<file path="config.mk">
export PLATFORM = sky130hd
export DESIGN_NAME = packet_ring_fifo_overwrite
export DESIGN_NICKNAME = d
export VERILOG_FILES = /design/src/design/prfo_pkg.sv /design/src/design/prfo_ram.sv /design/src/design/prfo_queue.sv /design/src/design/prfo_front.sv /design/src/design/prfo_back.sv /design/src/design/packet_ring_fifo_overwrite.sv
export VERILOG_INCLUDE_DIRS = /design/src /design/src/design
export SDC_FILE = /design/constraint.sdc
export NUM_CORES = 2
export LEC_CHECK = 0
export BUFFER_PORTS_ARGS = -buffer_cell sky130_fd_sc_hd__buf_2
export CAP_MARGIN = 30
export CORE_ASPECT_RATIO = 0.9
export CORE_MARGIN = 3
export CORE_UTILIZATION = 46
export DETAILED_ROUTE_END_ITERATION = 12
export HOLD_SLACK_MARGIN = 0.03
export SLEW_MARGIN = 5
export SYNTH_ARGS = -nofsm -noshare
export SYNTH_HDL_FRONTEND = slang
export SYNTH_HIERARCHICAL = 1
export SYNTH_MEMORY_MAX_BITS = 65536
export SYNTH_SLANG_ARGS = --single-unit
</file>
<file path="constraint.sdc">
create_clock -name clk -period 3.1 [get_ports clk]
set_clock_uncertainty 0.2 [all_clocks]
set_input_delay 0.31 -clock clk [delete_from_list [all_inputs] [get_ports clk]]
set_output_delay 0.31 -clock clk [all_outputs]
set_load 0.1 [all_outputs]
</file>
<file path="src/design/packet_ring_fifo_overwrite_macros.svh">
// Assertion macros shared by the packet ring FIFO modules.
`ifndef PACKET_RING_FIFO_OVERWRITE_MACROS_SVH
`define PACKET_RING_FIFO_OVERWRITE_MACROS_SVH
`ifndef SYNTHESIS
// Same-cycle implication, checked outside reset.
`define PRFO_ASSERT(label, clk, rst, ante, cons) \
  label: assert property (@(posedge clk) disable iff (rst) (ante) |-> (cons)) \
    else $error("prfo assertion failed");
// Next-cycle implication, checked outside reset.
`define PRFO_ASSERT_NEXT(label, clk, rst, ante, cons) \
  label: assert property (@(posedge clk) disable iff (rst) (ante) |=> (cons)) \
    else $error("prfo assertion failed");
`else
`define PRFO_ASSERT(label, clk, rst, ante, cons)
`define PRFO_ASSERT_NEXT(label, clk, rst, ante, cons)
`endif
`endif

</file>
<file path="src/design/prfo_pkg.sv">
// Types and constants shared by the packet ring FIFO modules.
package prfo_pkg;

  localparam int DATA_W = 8;
  localparam int HIDX_W = 3;

  localparam logic CMD_WRITE = 1'b0;
  localparam logic CMD_READ  = 1'b1;

  // Result kind as seen on the output tuser.
  typedef enum logic [1:0] {
    KIND_STATUS = 2'd0,
    KIND_BYTE   = 2'd1,
    KIND_EMPTY  = 2'd2
  } kind_t;

  // Work handed from the front to the back.
  typedef enum logic [1:0] {
    OP_STATUS = 2'd0,
    OP_EMPTY  = 2'd1,
    OP_READ   = 2'd2
  } op_t;

  typedef struct packed {
    op_t               op;
    logic              accepted;
    logic              overwrote;
    logic              truncated;
    logic [HIDX_W-1:0] head_idx;
  } req_t;

  typedef enum logic [1:0] {
    BK_IDLE   = 2'd0,
    BK_LEN    = 2'd1,
    BK_STREAM = 2'd2
  } bk_state_t;

endpackage

</file>
<file path="src/design/prfo_ram.sv">
// Generic simple dual-port RAM with registered read.
module prfo_ram #(
  parameter int WIDTH = 8,
  parameter int DEPTH = 512,
  localparam int ADDR_W = (DEPTH > 1) ? $clog2(DEPTH) : 1
) (
  input  logic              clk,
  input  logic              we,
  input  logic [ADDR_W-1:0] waddr,
  input  logic [WIDTH-1:0]  wdata,
  input  logic              re,
  input  logic [ADDR_W-1:0] raddr,
  output logic [WIDTH-1:0]  rdata
);

  logic [WIDTH-1:0] mem [DEPTH];

  always_ff @(posedge clk) begin
    if (we) begin
      mem[waddr] <= wdata;
    end
    if (re) begin
      rdata <= mem[raddr];
    end
  end

endmodule

</file>
<file path="src/design/prfo_queue.sv">
// Two-entry request queue between the front and the back.
module prfo_queue #(
  parameter int W = 16
) (
  input  logic         clk,
  input  logic         rst,
  input  logic         push,
  input  logic [W-1:0] wdata,
  output logic         ready,
  input  logic         pop,
  output logic         valid,
  output logic [W-1:0] rdata
);

  localparam int DEPTH = 2;

  logic [W-1:0] mem [DEPTH];
  logic         wp;
  logic         rp;
  logic [1:0]   cnt;

  assign ready = cnt != 2'(DEPTH);
  assign valid = cnt != 2'd0;
  assign rdata = mem[rp];

  always_ff @(posedge clk) begin
    if (push) begin
      mem[wp] <= wdata;
    end
  end

  always_ff @(posedge clk) begin
    if (rst) begin
      wp  <= 1'b0;
      rp  <= 1'b0;
      cnt <= 2'd0;
    end else begin
      if (push) begin
        wp <= ~wp;
      end
      if (pop) begin
        rp <= ~rp;
      end
      cnt <= cnt + 2'(push) - 2'(pop);
    end
  end

endmodule

</file>
<file path="src/design/prfo_front.sv">
// Front end: accepts items, stores packet bytes, decides commits, queues results.
`include "packet_ring_fifo_overwrite_macros.svh"
module prfo_front #(
  parameter int SLOTS      = 8,
  parameter int SLOT_BYTES = 64,
  localparam int SLOT_W    = $clog2(SLOTS),
  localparam int IDX_W     = (SLOT_BYTES > 1) ? $clog2(SLOT_BYTES) : 1,
  localparam int CNT_W     = $clog2(SLOT_BYTES + 1)
) (
  input  logic                    clk,
  input  logic                    rst,
  input  logic                    s_tvalid,
  output logic                    s_tready,
  input  logic [15:0]             s_tdata,
  input  logic                    s_tuser,
  input  logic                    s_tlast,
  input  logic                    q_ready,
  output logic                    q_push,
  output prfo_pkg::req_t          q_req,
  output logic [SLOT_W-1:0]       q_slot,
  output logic                    pk_we,
  output logic [SLOT_W+IDX_W-1:0] pk_waddr,
  output logic [7:0]              pk_wdata,
  output logic                    len_we,
  output logic [SLOT_W-1:0]       len_waddr,
  output logic [CNT_W-1:0]        len_wdata,
  input  logic                    done
);

  localparam int HW = prfo_pkg::HIDX_W;

  logic [SLOT_W-1:0] head, head_next;
  logic [SLOT_W-1:0] tail, tail_next;
  logic [CNT_W-1:0]  fill, fill_next;
  logic              trunc, trunc_next;
  logic [1:0]        rd_cnt, rd_cnt_next;

  logic              is_write;
  logic              acc;
  logic              room;
  logic              is_free;
  logic              commit;
  logic              rd_inc;
  logic [SLOT_W-1:0] head_inc;
  logic [SLOT_W-1:0] tail_inc;
  logic [SLOT_W-1:0] head_after;
  logic [CNT_W-1:0]  fill_upd;
  logic              trunc_upd;

  assign is_write   = s_tuser == prfo_pkg::CMD_WRITE;
  // hold writes while any read still fetches from the ring
  assign s_tready   = q_ready && !(is_write && rd_cnt != 2'd0);
  assign acc        = s_tvalid && s_tready;
  assign room       = fill < CNT_W'(SLOT_BYTES);
  assign head_inc   = (head == SLOT_W'(SLOTS - 1)) ? '0 : head + SLOT_W'(1);
  assign tail_inc   = (tail == SLOT_W'(SLOTS - 1)) ? '0 : tail + SLOT_W'(1);
  assign is_free    = head_inc != tail;
  assign commit     = is_free || s_tdata[8];
  assign head_after = commit ? head_inc : head;
  assign fill_upd   = room ? fill + CNT_W'(1) : fill;
  assign trunc_upd  = trunc || !room;

  assign pk_we     = acc && is_write && room;
  assign pk_waddr  = {head, fill[IDX_W-1:0]};
  assign pk_wdata  = s_tdata[7:0];
  assign len_we    = acc && is_write && s_tlast && commit;
  assign len_waddr = head;
  assign len_wdata = fill_upd;

  always_comb begin
    head_next  = head;
    tail_next  = tail;
    fill_next  = fill;
    trunc_next = trunc;
    q_push     = 1'b0;
    q_req      = '0;
    q_slot     = tail;
    rd_inc     = 1'b0;
    if (acc) begin
      if (is_write) begin
        fill_next  = fill_upd;
        trunc_next = trunc_upd;
        if (s_tlast) begin
          q_push          = 1'b1;
          q_req.op        = prfo_pkg::OP_STATUS;
          q_req.accepted  = commit;
          q_req.overwrote = !is_free && s_tdata[8];
          q_req.truncated = trunc_upd;
          q_req.head_idx  = HW'(head_after);
          head_next       = head_after;
          if (commit && !is_free) begin
            tail_next = tail_inc;
          end
          fill_next  = '0;
          trunc_next = 1'b0;
        end
      end else begin
        q_push = 1'b1;
        if (tail == head) begin
          q_req.op = prfo_pkg::OP_EMPTY;
        end else begin
          q_req.op  = prfo_pkg::OP_READ;
          rd_inc    = 1'b1;
          tail_next = tail_inc;
        end
      end
    end
    rd_cnt_next = rd_cnt + 2'(rd_inc) - 2'(done);
  end

  always_ff @(posedge clk) begin
    if (rst) begin
      head   <= '0;
      tail   <= '0;
      fill   <= '0;
      trunc  <= 1'b0;
      rd_cnt <= 2'd0;
    end else begin
      head   <= head_next;
      tail   <= tail_next;
      fill   <= fill_next;
      trunc  <= trunc_next;
      rd_cnt <= rd_cnt_next;
    end
  end

  `PRFO_ASSERT(a_fill_bound, clk, rst, 1'b1, fill <= CNT_W'(SLOT_BYTES))
  `PRFO_ASSERT_NEXT(a_commit_nonempty, clk, rst, len_we, head != tail)
  `PRFO_ASSERT(a_done_counted, clk, rst, done, rd_cnt != 2'd0)

endmodule

</file>
<file path="src/design/prfo_back.sv">
// Back end: turns queued requests into result items, streaming packets from the ring.
`include "packet_ring_fifo_overwrite_macros.svh"
module prfo_back #(
  parameter int SLOTS      = 8,
  parameter int SLOT_BYTES = 64,
  localparam int SLOT_W    = $clog2(SLOTS),
  localparam int IDX_W     = (SLOT_BYTES > 1) ? $clog2(SLOT_BYTES) : 1,
  localparam int CNT_W     = $clog2(SLOT_BYTES + 1)
) (
  input  logic                    clk,
  input  logic                    rst,
  input  logic                    q_valid,
  output logic                    q_pop,
  input  prfo_pkg::req_t          q_req,
  input  logic [SLOT_W-1:0]       q_slot,
  output logic                    len_re,
  output logic [SLOT_W-1:0]       len_raddr,
  input  logic [CNT_W-1:0]        len_rdata,
  output logic                    pk_re,
  output logic [SLOT_W+IDX_W-1:0] pk_raddr,
  input  logic [7:0]              pk_rdata,
  output logic                    done,
  output logic                    m_tvalid,
  input  logic                    m_tready,
  output logic [15:0]             m_tdata,
  output logic [1:0]              m_tuser,
  output logic                    m_tlast
);

  localparam int HW = prfo_pkg::HIDX_W;

  prfo_pkg::bk_state_t state, state_next;
  logic [SLOT_W-1:0]   slot;
  logic [CNT_W-1:0]    len;
  logic [CNT_W-1:0]    idx;
  logic [CNT_W-1:0]    idx_inc;
  logic                pend;
  logic                pend_last;
  logic                out_valid;
  prfo_pkg::kind_t     out_kind;
  logic [7:0]          out_data;
  logic                out_last;
  logic                out_acc;
  logic                out_ovw;
  logic                out_trn;
  logic [HW-1:0]       out_hidx;

  logic out_free;
  logic move;
  logic issue;
  logic load_status;

  assign out_free  = !out_valid || m_tready;
  assign move      = pend && out_free;
  assign idx_inc   = idx + CNT_W'(1);
  assign len_raddr = q_slot;
  assign pk_raddr  = {slot, idx[IDX_W-1:0]};

  always_comb begin
    state_next  = state;
    q_pop       = 1'b0;
    len_re      = 1'b0;
    pk_re       = 1'b0;
    done        = 1'b0;
    issue       = 1'b0;
    load_status = 1'b0;
    case (state)
      prfo_pkg::BK_IDLE: begin
        if (q_valid) begin
          if (q_req.op == prfo_pkg::OP_READ) begin
            q_pop      = 1'b1;
            len_re     = 1'b1;
            state_next = prfo_pkg::BK_LEN;
          end else if (!pend && out_free) begin
            q_pop       = 1'b1;
            load_status = 1'b1;
          end
        end
      end
      prfo_pkg::BK_LEN: begin
        state_next = prfo_pkg::BK_STREAM;
      end
      prfo_pkg::BK_STREAM: begin
        // fetch the next byte once the fetched one can move on
        if (!pend || out_free) begin
          issue = 1'b1;
          pk_re = 1'b1;
          if (idx_inc == len) begin
            done       = 1'b1;
            state_next = prfo_pkg::BK_IDLE;
          end
        end
      end
      default: begin
        state_next = prfo_pkg::BK_IDLE;
      end
    endcase
  end

  always_ff @(posedge clk) begin
    if (rst) begin
      state     <= prfo_pkg::BK_IDLE;
      idx       <= '0;
      pend      <= 1'b0;
      out_valid <= 1'b0;
    end else begin
      state <= state_next;
      if (state == prfo_pkg::BK_LEN) begin
        idx <= '0;
      end else if (issue) begin
        idx <= idx_inc;
      end
      if (issue) begin
        pend <= 1'b1;
      end else if (move) begin
        pend <= 1'b0;
      end
      if (move || load_status) begin
        out_valid <= 1'b1;
      end else if (m_tready) begin
        out_valid <= 1'b0;
      end
    end
  end

  always_ff @(posedge clk) begin
    if (q_pop) begin
      slot <= q_slot;
    end
    if (state == prfo_pkg::BK_LEN) begin
      len <= len_rdata;
    end
    if (issue) begin
      pend_last <= idx_inc == len;
    end
    if (move) begin
      out_kind <= prfo_pkg::KIND_BYTE;
      out_data <= pk_rdata;
      out_last <= pend_last;
      out_acc  <= 1'b0;
      out_ovw  <= 1'b0;
      out_trn  <= 1'b0;
      out_hidx <= '0;
    end else if (load_status) begin
      out_kind <= (q_req.op == prfo_pkg::OP_EMPTY) ? prfo_pkg::KIND_EMPTY
                                                   : prfo_pkg::KIND_STATUS;
      out_data <= '0;
      out_last <= 1'b0;
      out_acc  <= q_req.accepted;
      out_ovw  <= q_req.overwrote;
      out_trn  <= q_req.truncated;
      out_hidx <= q_req.head_idx;
    end
  end

  assign m_tvalid = out_valid;
  assign m_tuser  = out_kind;
  assign m_tlast  = out_last;
  assign m_tdata  = {2'b00, out_hidx, out_trn, out_ovw, out_acc, out_data};

  `PRFO_ASSERT(a_idx_range, clk, rst, state == prfo_pkg::BK_STREAM, idx < len)
  `PRFO_ASSERT(a_len_nonzero, clk, rst, state == prfo_pkg::BK_STREAM, len != '0)
  `PRFO_ASSERT_NEXT(a_pend_hold, clk, rst, pend && !out_free, pend)

endmodule

</file>
<file path="src/design/packet_ring_fifo_overwrite.sv">
// Packet ring FIFO that overwrites the oldest packet: top level.
//
// Slave stream s_*: one request per beat. s_tuser is the command (0 writes one
// packet byte, 1 reads the oldest packet), s_tlast marks the final byte of a
// written packet, s_tdata carries the byte and the force bit.
// Master stream m_*: result items. m_tuser is the kind (commit status, read
// byte, ring empty), m_tlast marks the final byte of a read packet.
// Write bytes are taken one per cycle while s_tready is high; a non-final byte gives
// no result. The final byte gives a commit status through the request queue and the
// output register. A read passes the queue, a length RAM read and packet RAM reads,
// then gives one byte per cycle for the packet length while m_tready allows, paced
// by the packet RAM read port; an empty ring gives one result through the queue.
// Write requests wait while a read request still fetches bytes from the ring,
// so a slot is never refilled under a running read. Read and status requests
// pass through a two-entry queue, so the front keeps taking requests while the
// output register waits on m_tready; a full queue holds s_tready low.
// Reset empties the ring and drops any partial packet; the RAM needs no
// clearing pass and the block takes requests in the cycle after reset.
module packet_ring_fifo_overwrite #(
  parameter int SLOTS      = 8,
  parameter int SLOT_BYTES = 64
) (
  input  logic        clk,
  input  logic        rst,
  input  logic        s_tvalid,
  output logic        s_tready,
  input  logic [15:0] s_tdata,   // [7:0] data_in, [8] force_req, rest zero
  input  logic        s_tuser,   // [0] cmd
  input  logic        s_tlast,
  output logic        m_tvalid,
  input  logic        m_tready,
  output logic [15:0] m_tdata,   // [7:0] data_out, [8] accepted, [9] overwrote,
                                 // [10] truncated, [13:11] head_index, rest zero
  output logic [1:0]  m_tuser,   // [1:0] kind
  output logic        m_tlast
);

  localparam int SLOT_W = $clog2(SLOTS);
  localparam int IDX_W  = (SLOT_BYTES > 1) ? $clog2(SLOT_BYTES) : 1;
  localparam int CNT_W  = $clog2(SLOT_BYTES + 1);
  localparam int REQ_W  = $bits(prfo_pkg::req_t);
  localparam int Q_W    = REQ_W + SLOT_W;

  prfo_pkg::req_t          f_req;
  logic [SLOT_W-1:0]       f_slot;
  logic                    q_push;
  logic                    q_ready;
  logic                    q_valid;
  logic                    q_pop;
  logic [Q_W-1:0]          q_rdata;
  prfo_pkg::req_t          b_req;
  logic [SLOT_W-1:0]       b_slot;
  logic                    pk_we;
  logic [SLOT_W+IDX_W-1:0] pk_waddr;
  logic [7:0]              pk_wdata;
  logic                    pk_re;
  logic [SLOT_W+IDX_W-1:0] pk_raddr;
  logic [7:0]              pk_rdata;
  logic                    len_we;
  logic [SLOT_W-1:0]       len_waddr;
  logic [CNT_W-1:0]        len_wdata;
  logic                    len_re;
  logic [SLOT_W-1:0]       len_raddr;
  logic [CNT_W-1:0]        len_rdata;
  logic                    done;

  assign b_req  = q_rdata[REQ_W-1:0];
  assign b_slot = q_rdata[Q_W-1:REQ_W];

  prfo_front #(
    .SLOTS      (SLOTS),
    .SLOT_BYTES (SLOT_BYTES)
  ) u_front (
    .clk       (clk),
    .rst       (rst),
    .s_tvalid  (s_tvalid),
    .s_tready  (s_tready),
    .s_tdata   (s_tdata),
    .s_tuser   (s_tuser),
    .s_tlast   (s_tlast),
    .q_ready   (q_ready),
    .q_push    (q_push),
    .q_req     (f_req),
    .q_slot    (f_slot),
    .pk_we     (pk_we),
    .pk_waddr  (pk_waddr),
    .pk_wdata  (pk_wdata),
    .len_we    (len_we),
    .len_waddr (len_waddr),
    .len_wdata (len_wdata),
    .done      (done)
  );

  prfo_queue #(
    .W (Q_W)
  ) u_queue (
    .clk   (clk),
    .rst   (rst),
    .push  (q_push),
    .wdata ({f_slot, f_req}),
    .ready (q_ready),
    .pop   (q_pop),
    .valid (q_valid),
    .rdata (q_rdata)
  );

  prfo_ram #(
    .WIDTH (8),
    .DEPTH (SLOTS << IDX_W)
  ) u_packet_ram (
    .clk   (clk),
    .we    (pk_we),
    .waddr (pk_waddr),
    .wdata (pk_wdata),
    .re    (pk_re),
    .raddr (pk_raddr),
    .rdata (pk_rdata)
  );

  prfo_ram #(
    .WIDTH (CNT_W),
    .DEPTH (SLOTS)
  ) u_length_ram (
    .clk   (clk),
    .we    (len_we),
    .waddr (len_waddr),
    .wdata (len_wdata),
    .re    (len_re),
    .raddr (len_raddr),
    .rdata (len_rdata)
  );

  prfo_back #(
    .SLOTS      (SLOTS),
    .SLOT_BYTES (SLOT_BYTES)
  ) u_back (
    .clk       (clk),
    .rst       (rst),
    .q_valid   (q_valid),
    .q_pop     (q_pop),
    .q_req     (b_req),
    .q_slot    (b_slot),
    .len_re    (len_re),
    .len_raddr (len_raddr),
    .len_rdata (len_rdata),
    .pk_re     (pk_re),
    .pk_raddr  (pk_raddr),
    .pk_rdata  (pk_rdata),
    .done      (done),
    .m_tvalid  (m_tvalid),
    .m_tready  (m_tready),
    .m_tdata   (m_tdata),
    .m_tuser   (m_tuser),
    .m_tlast   (m_tlast)
  );

endmodule

</file>
# Yosys cells after proc, flatten, opt, wreduce, memory -nomap -nowiden
# Memories as Yosys holds them, arrays and structs flattened. A register that Yosys moved wholly into a read port is not among the register bits.
# Index checks and enable logic that the tools add are counted.
# classes
n_eq_ne	15
muxes	58
n_bitwise	3
reduce_logical	34
add_sub_neg	8
n_lt_le_gt_ge	1
# op_table
cell	count
two-way mux 1 bit	36
two-way mux 8 bit	3
two-way mux 3 bit	7
adder 7 x 1 -> 7 bit (second input constant)	2
two-way mux 2 bit	7
two-way mux 7 bit	2
nonzero test 2 bit	7
two-way mux 6 bit	2
logical AND 1 bit	11
AND reduction 4 bit	2
equality test 7 bit	1
less-than comparator 7 bit (second input constant)	1
adder 3 x 1 -> 3 bit (second input constant)	2
equality test 3 bit (second input constant)	2
inequality test 2 x 1 -> 1 bit (second input constant)	3
inequality test 2 bit (second input constant)	3
case mux 2 bit (3 select lines)	1
zero test 1 bit	5
logical OR 1 bit	5
adder 2 x 1 -> 2 bit	2
equality test 2 x 1 -> 1 bit (second input constant)	2
equality test 2 bit (second input constant)	2
subtractor 2 x 1 -> 2 bit	2
equality test 3 bit	1
6 further kinds	8
# word_totals
register_bits	59
output_inout_bits	21
word_cells	144
memories	3
in_bits	22
mem_bits_rw	4174
# mem_list
memory	words	width	rd	rd_ports_with_merged_regs	wr	line	rtl
u_packet_ram.mem	512	8	1	1	1	prfo_ram.sv:16	logic [WIDTH-1:0] mem [DEPTH];
u_length_ram.mem	8	7	1	1	1	prfo_ram.sv:16	
u_queue.mem	2	11	1	1	1	prfo_queue.sv:17	logic [W-1:0] mem [DEPTH];

# Logic depth before layout (Yosys ltp)
# logic_depth
depth_word	10
mapped_depth	13
ltp_nobuf	12

# Hierarchy
# Netlist, hierarchy kept.
# modules_own_cells
mod	area_per_inst_um2	n_inst	seq_area_each_um2	cells_each
prfo_ram (u_packet_ram)	160007.2	1	123238.2	8030
prfo_ram (u_length_ram)	2436.1	1	1891.8	101
prfo_back	1716.6	1	980.9	153
prfo_front	1228.7	1	320.3	152
prfo_queue	1012.2	1	760.7	55

# Least setup slack after synthesis
# OpenSTA, ideal clock, no wires.
# synth_timing
kind	input-to-reg
startpoint	input port s_tdata[0]
endpoint	memory u_packet_ram.mem[0][0], data pin
required_time_ps	2323
stages	1
setup_time_ps	577
n_path_buf	1
arrival_ps	2177
path_slack_ps	146
path_cell_list	buf_4
# synth_rtl
item	line	rtl
start: declaration	packet_ring_fifo_overwrite.sv:27	input logic [15:0] s_tdata,
end: declaration	prfo_ram.sv:16	
# No word-level cell before the write port.

==> summary.md <==
| Metric | Value |
|---|---|
| Max Slew Vio Count | `0` |
| Area Overhead vs Synth | `21.0%` |
| Ys async rst share | `0%` |
| FF+latch count, synth | `4249` |
| Clock Latency Late Sink | `0.97 ns` |
| Outcome | `complete, but fails checks` |
| Number of synthesized flops with an enable pin | `4209` |
| Syn Area/Cell | `19.6 µm²` |
| Maximum VDD drop | `0.000576 V` |
| Unrepaired setup endpoints after global routing | `yes` |
| DP Worst Slack | `-1.24 ns` |
| Vias per inst | `6.03` |
| DRC viols | `0` |
| Initial antenna violation count | `25` |
| Total power | `127 mW` |
| Max-Cap Viols | `0` |
| Wire length per cell | `30.4 µm` |
| Cell Rows | `208` |
| Initial Util | `46.4%` |
| GRT Residual Overflow | `0` |
| Max frequency | `297 MHz` |
| Clock-pin slew on the worst setup and hold paths | `0.06 ns` |
| Critical Path AT | `4.01 ns` |
| Share of synthesized area occupied by flip-flops and latches | `76.4%` |
| Final ANT Viol Nets | `0` |
| Top-count cell post-synth | `edfxtp_1` |
| Core Box Area | `0.358 mm²` |
| Setup Total Neg Slack | `-1.94 ns` |
| Setup ws final | `-0.272 ns` |
| Critical Path RT | `3.74 ns` |
| Htree depth | `5` |
| Total track usage | `24.6%` |
| Vias in the first global route | `90703` |
| Critical path class | `reg2reg` |
| GPL Wtd Cong | `0.896` |
| Pre-Repair DR Iteration Count | `6` |
| Max clock buf depth | `4` |
| Pwr/cell area | `632 mW/mm²` |
| Fin crit period | `3.37 ns` |
| Cell area after synthesis | `0.166 mm²` |
| CTS tree | `built` |
| CTS buffer count | `421` |
| Final WL | `461000 µm` |
| Design area | `0.201 mm²` |
| Commonest cells post-synth | `4209 x edfxtp_1, 805 x mux2i_1, 654 x mux4_2, 637 x nor2_1, 371 x o221ai_1` |
| Die W | `640 µm` |
| Dominant synthesized flop cell | `edfxtp_1` |
| Final Setup Violations | `9` |
| Detailed placement HPWL | `293000 µm` |
| Full die area | `0.369 mm²` |
| Clock tree root buffer cell | `clkbuf_16` |
| Register-to-Register Setup Slack | `-0.27 ns` |
| Die height | `577 µm` |
| Crit path capture type | `flip-flop` |
| Largest area contributor in the netlist | `edfxtp_1` |
| Share of layout cells above drive strength 1 | `31.7%` |
| Slew @ Worst Pin | `0.942 ns` |
| Buffers on Ports | `33` |
| Vias | `91415` |
| Starting DRT DRC Count | `12271` |
| Failing checks | `negative setup slack` |
| Mapped Cells | `8491` |
| CP Launch Type | `flip-flop` |
| Static Leakage | `63.3 nW` |
| HP Class | `in2reg` |
| Worst rel slew slack | `37.0%` |
| Final #Nets | `10110` |
| Final hold viol count | `0` |
| Count of cell types in the netlist | `78` |
| CTS sink count | `4249` |
| Total number of yosys warnings | `6` |
| Critical path peak fanout | `17` |
| Top-area cell type share of the netlist area | `76.0%` |
| IO Pins | `43` |
| DP Area | `0.184 mm²` |
| Leading post-synthesis cells by cell area | `edfxtp_1 76%, mux4_2 8.9%, mux2i_1 4.8%` |
| Largest net degree at the start of global routing | `150` |
| First-pass GRT wire length | `657000 µm` |
| Final worst path period share | `109%` |
-- registers in the layout, summed over array words and instances (netlist names), 2 cells and up, named ones only --
signal              count
u_front/q_slot          3
u_back/out_hidx         3
u_back/m_tuser          2
u_front/rd_cnt          2
u_length_ram/rdata      7
u_front/fill            7
u_length_ram/mem       56
u_back/slot             3
u_back/state            2
u_queue/cnt             2
u_packet_ram/rdata      8
u_front/len_waddr       3
u_back/idx              7
u_back/out_data         8
u_packet_ram/mem     4096
u_queue/mem            22
u_back/len              7
-- critical path, cell delays in order (launching register included) --
cell and delay, ns:
dfxtp_4 0.37, buf_12 0.18, buf_16 0.21, buf_4 0.18, mux2i_1 0.12, o221ai_2 0.24
a21oi_1 0.18, nor4_2 0.44, buf_4 0.20, nand4_1 0.25, nor4_4 0.24, buf_4 0.19
o2111a_1 0.20
-- timing repair --
| item | in CTS | in global routing |
|---|---|---|
| setup buffers | 46 | 11 |
| endpoints found under the hold margin | 3673 | 0 |
| endpoints found under the setup margin | 146 | 221 |
| hold buffers | 19 | 0 |
| gates resized for setup | 374 | 100 |
| pin swaps | 61 | 22 |
| gates cloned | 30 | 4 |
-- cell type report --
type                    instances  area (µm²)
repair buffers               1719       16600
multi-input cells            3671       38000
inverters                      16        67.6
well taps                    4725        5910
clock buffers                 510       11000
clock inverters               266        2480
flip-flops and latches       4249      127000
diodes                         11        27.5
fillers                     26577      157000
-- layout by cell type, fill, tap and decap left out, types with 18 or more instances in the layout --
master / count
a21oi_1: 178
a21oi_2: 29
a22oi_1: 49
and2_1: 23
buf_12: 171
buf_16: 45
buf_2: 28
buf_4: 1391
buf_6: 33
bufinv_16: 40
clkbuf_1: 81
clkbuf_16: 432
clkinv_1: 105
clkinv_2: 80
dfxtp_1: 35
dlygate4sd3_1: 19
edfxtp_1: 4209
mux2_2: 19
mux2i_1: 790
mux4_2: 654
nand2_1: 104
nand2b_1: 18
nand3_1: 36
nand4_1: 33
nor2_1: 629
nor3_1: 96
nor3_2: 19
o21ai_0: 85
o21ai_1: 32
o221ai_1: 261
o221ai_2: 101
o22ai_1: 138
o22ai_2: 24
xnor2_1: 19
-- cells by family (layout without fill, tap and decap cells) --
| family | after synthesis | after routing | synth area share (%) |
|---|---|---|---|
| mux | 1493 | 1493 | 14.1 |
| compound gates | 1022 | 1022 | 4.33 |
| fa+ha+maj | 10 | 10 | 0.0752 |
| flops | 4249 | 4249 | 76.4 |
| xor+xnor | 28 | 28 | 0.156 |
| other cells | 1 | 13 | 0.00225 |
| buf+inv | 573 | 2511 | 1.99 |
| simple gates | 1115 | 1116 | 2.96 |
-- final timing paths --
kind / from / to / cells past startpoint
worst max-delay path: u_back/idx[0] / u_packet_ram/rdata[7] / 12
worst min-delay path: s_tdata[2] / u_packet_ram/mem[388][2] / 2
worst max register to register: u_back/idx[0] / u_packet_ram/rdata[7] / 12
worst min register to register: u_length_ram/rdata[3] / u_back/len[3] / 0
-- through the flow --
stage	std cells	util, %	hold WS (ns)
after floorplan	8492	-	0.179
after global placement	14269	51.2	0.208
after detailed placement	14277	51.3	0.211
after CTS	15141	56.0	0.0715
after global routing	15158	56.2	0.121
final	15167	56.2	0.131
-- power by group --
part	total (mW)	switching [mW]	internal (mW)	leakage, nW
combinational	13.5	7.99	5.51	18.5
clock	50.1	21.4	28.6	6.60
sequential	63.6	0.143	63.4	38.2
-- routing by layer --
metal	GRT usage [%]	wire [µm]	vias to the layer above
met5	0	17	-
met4	6.42	12900	2
met2	38.0	214000	4307
li1	-	-	38398
met1	36.5	192000	48022
met3	4.20	42300	686
Power figures use the tool's default switching activity.
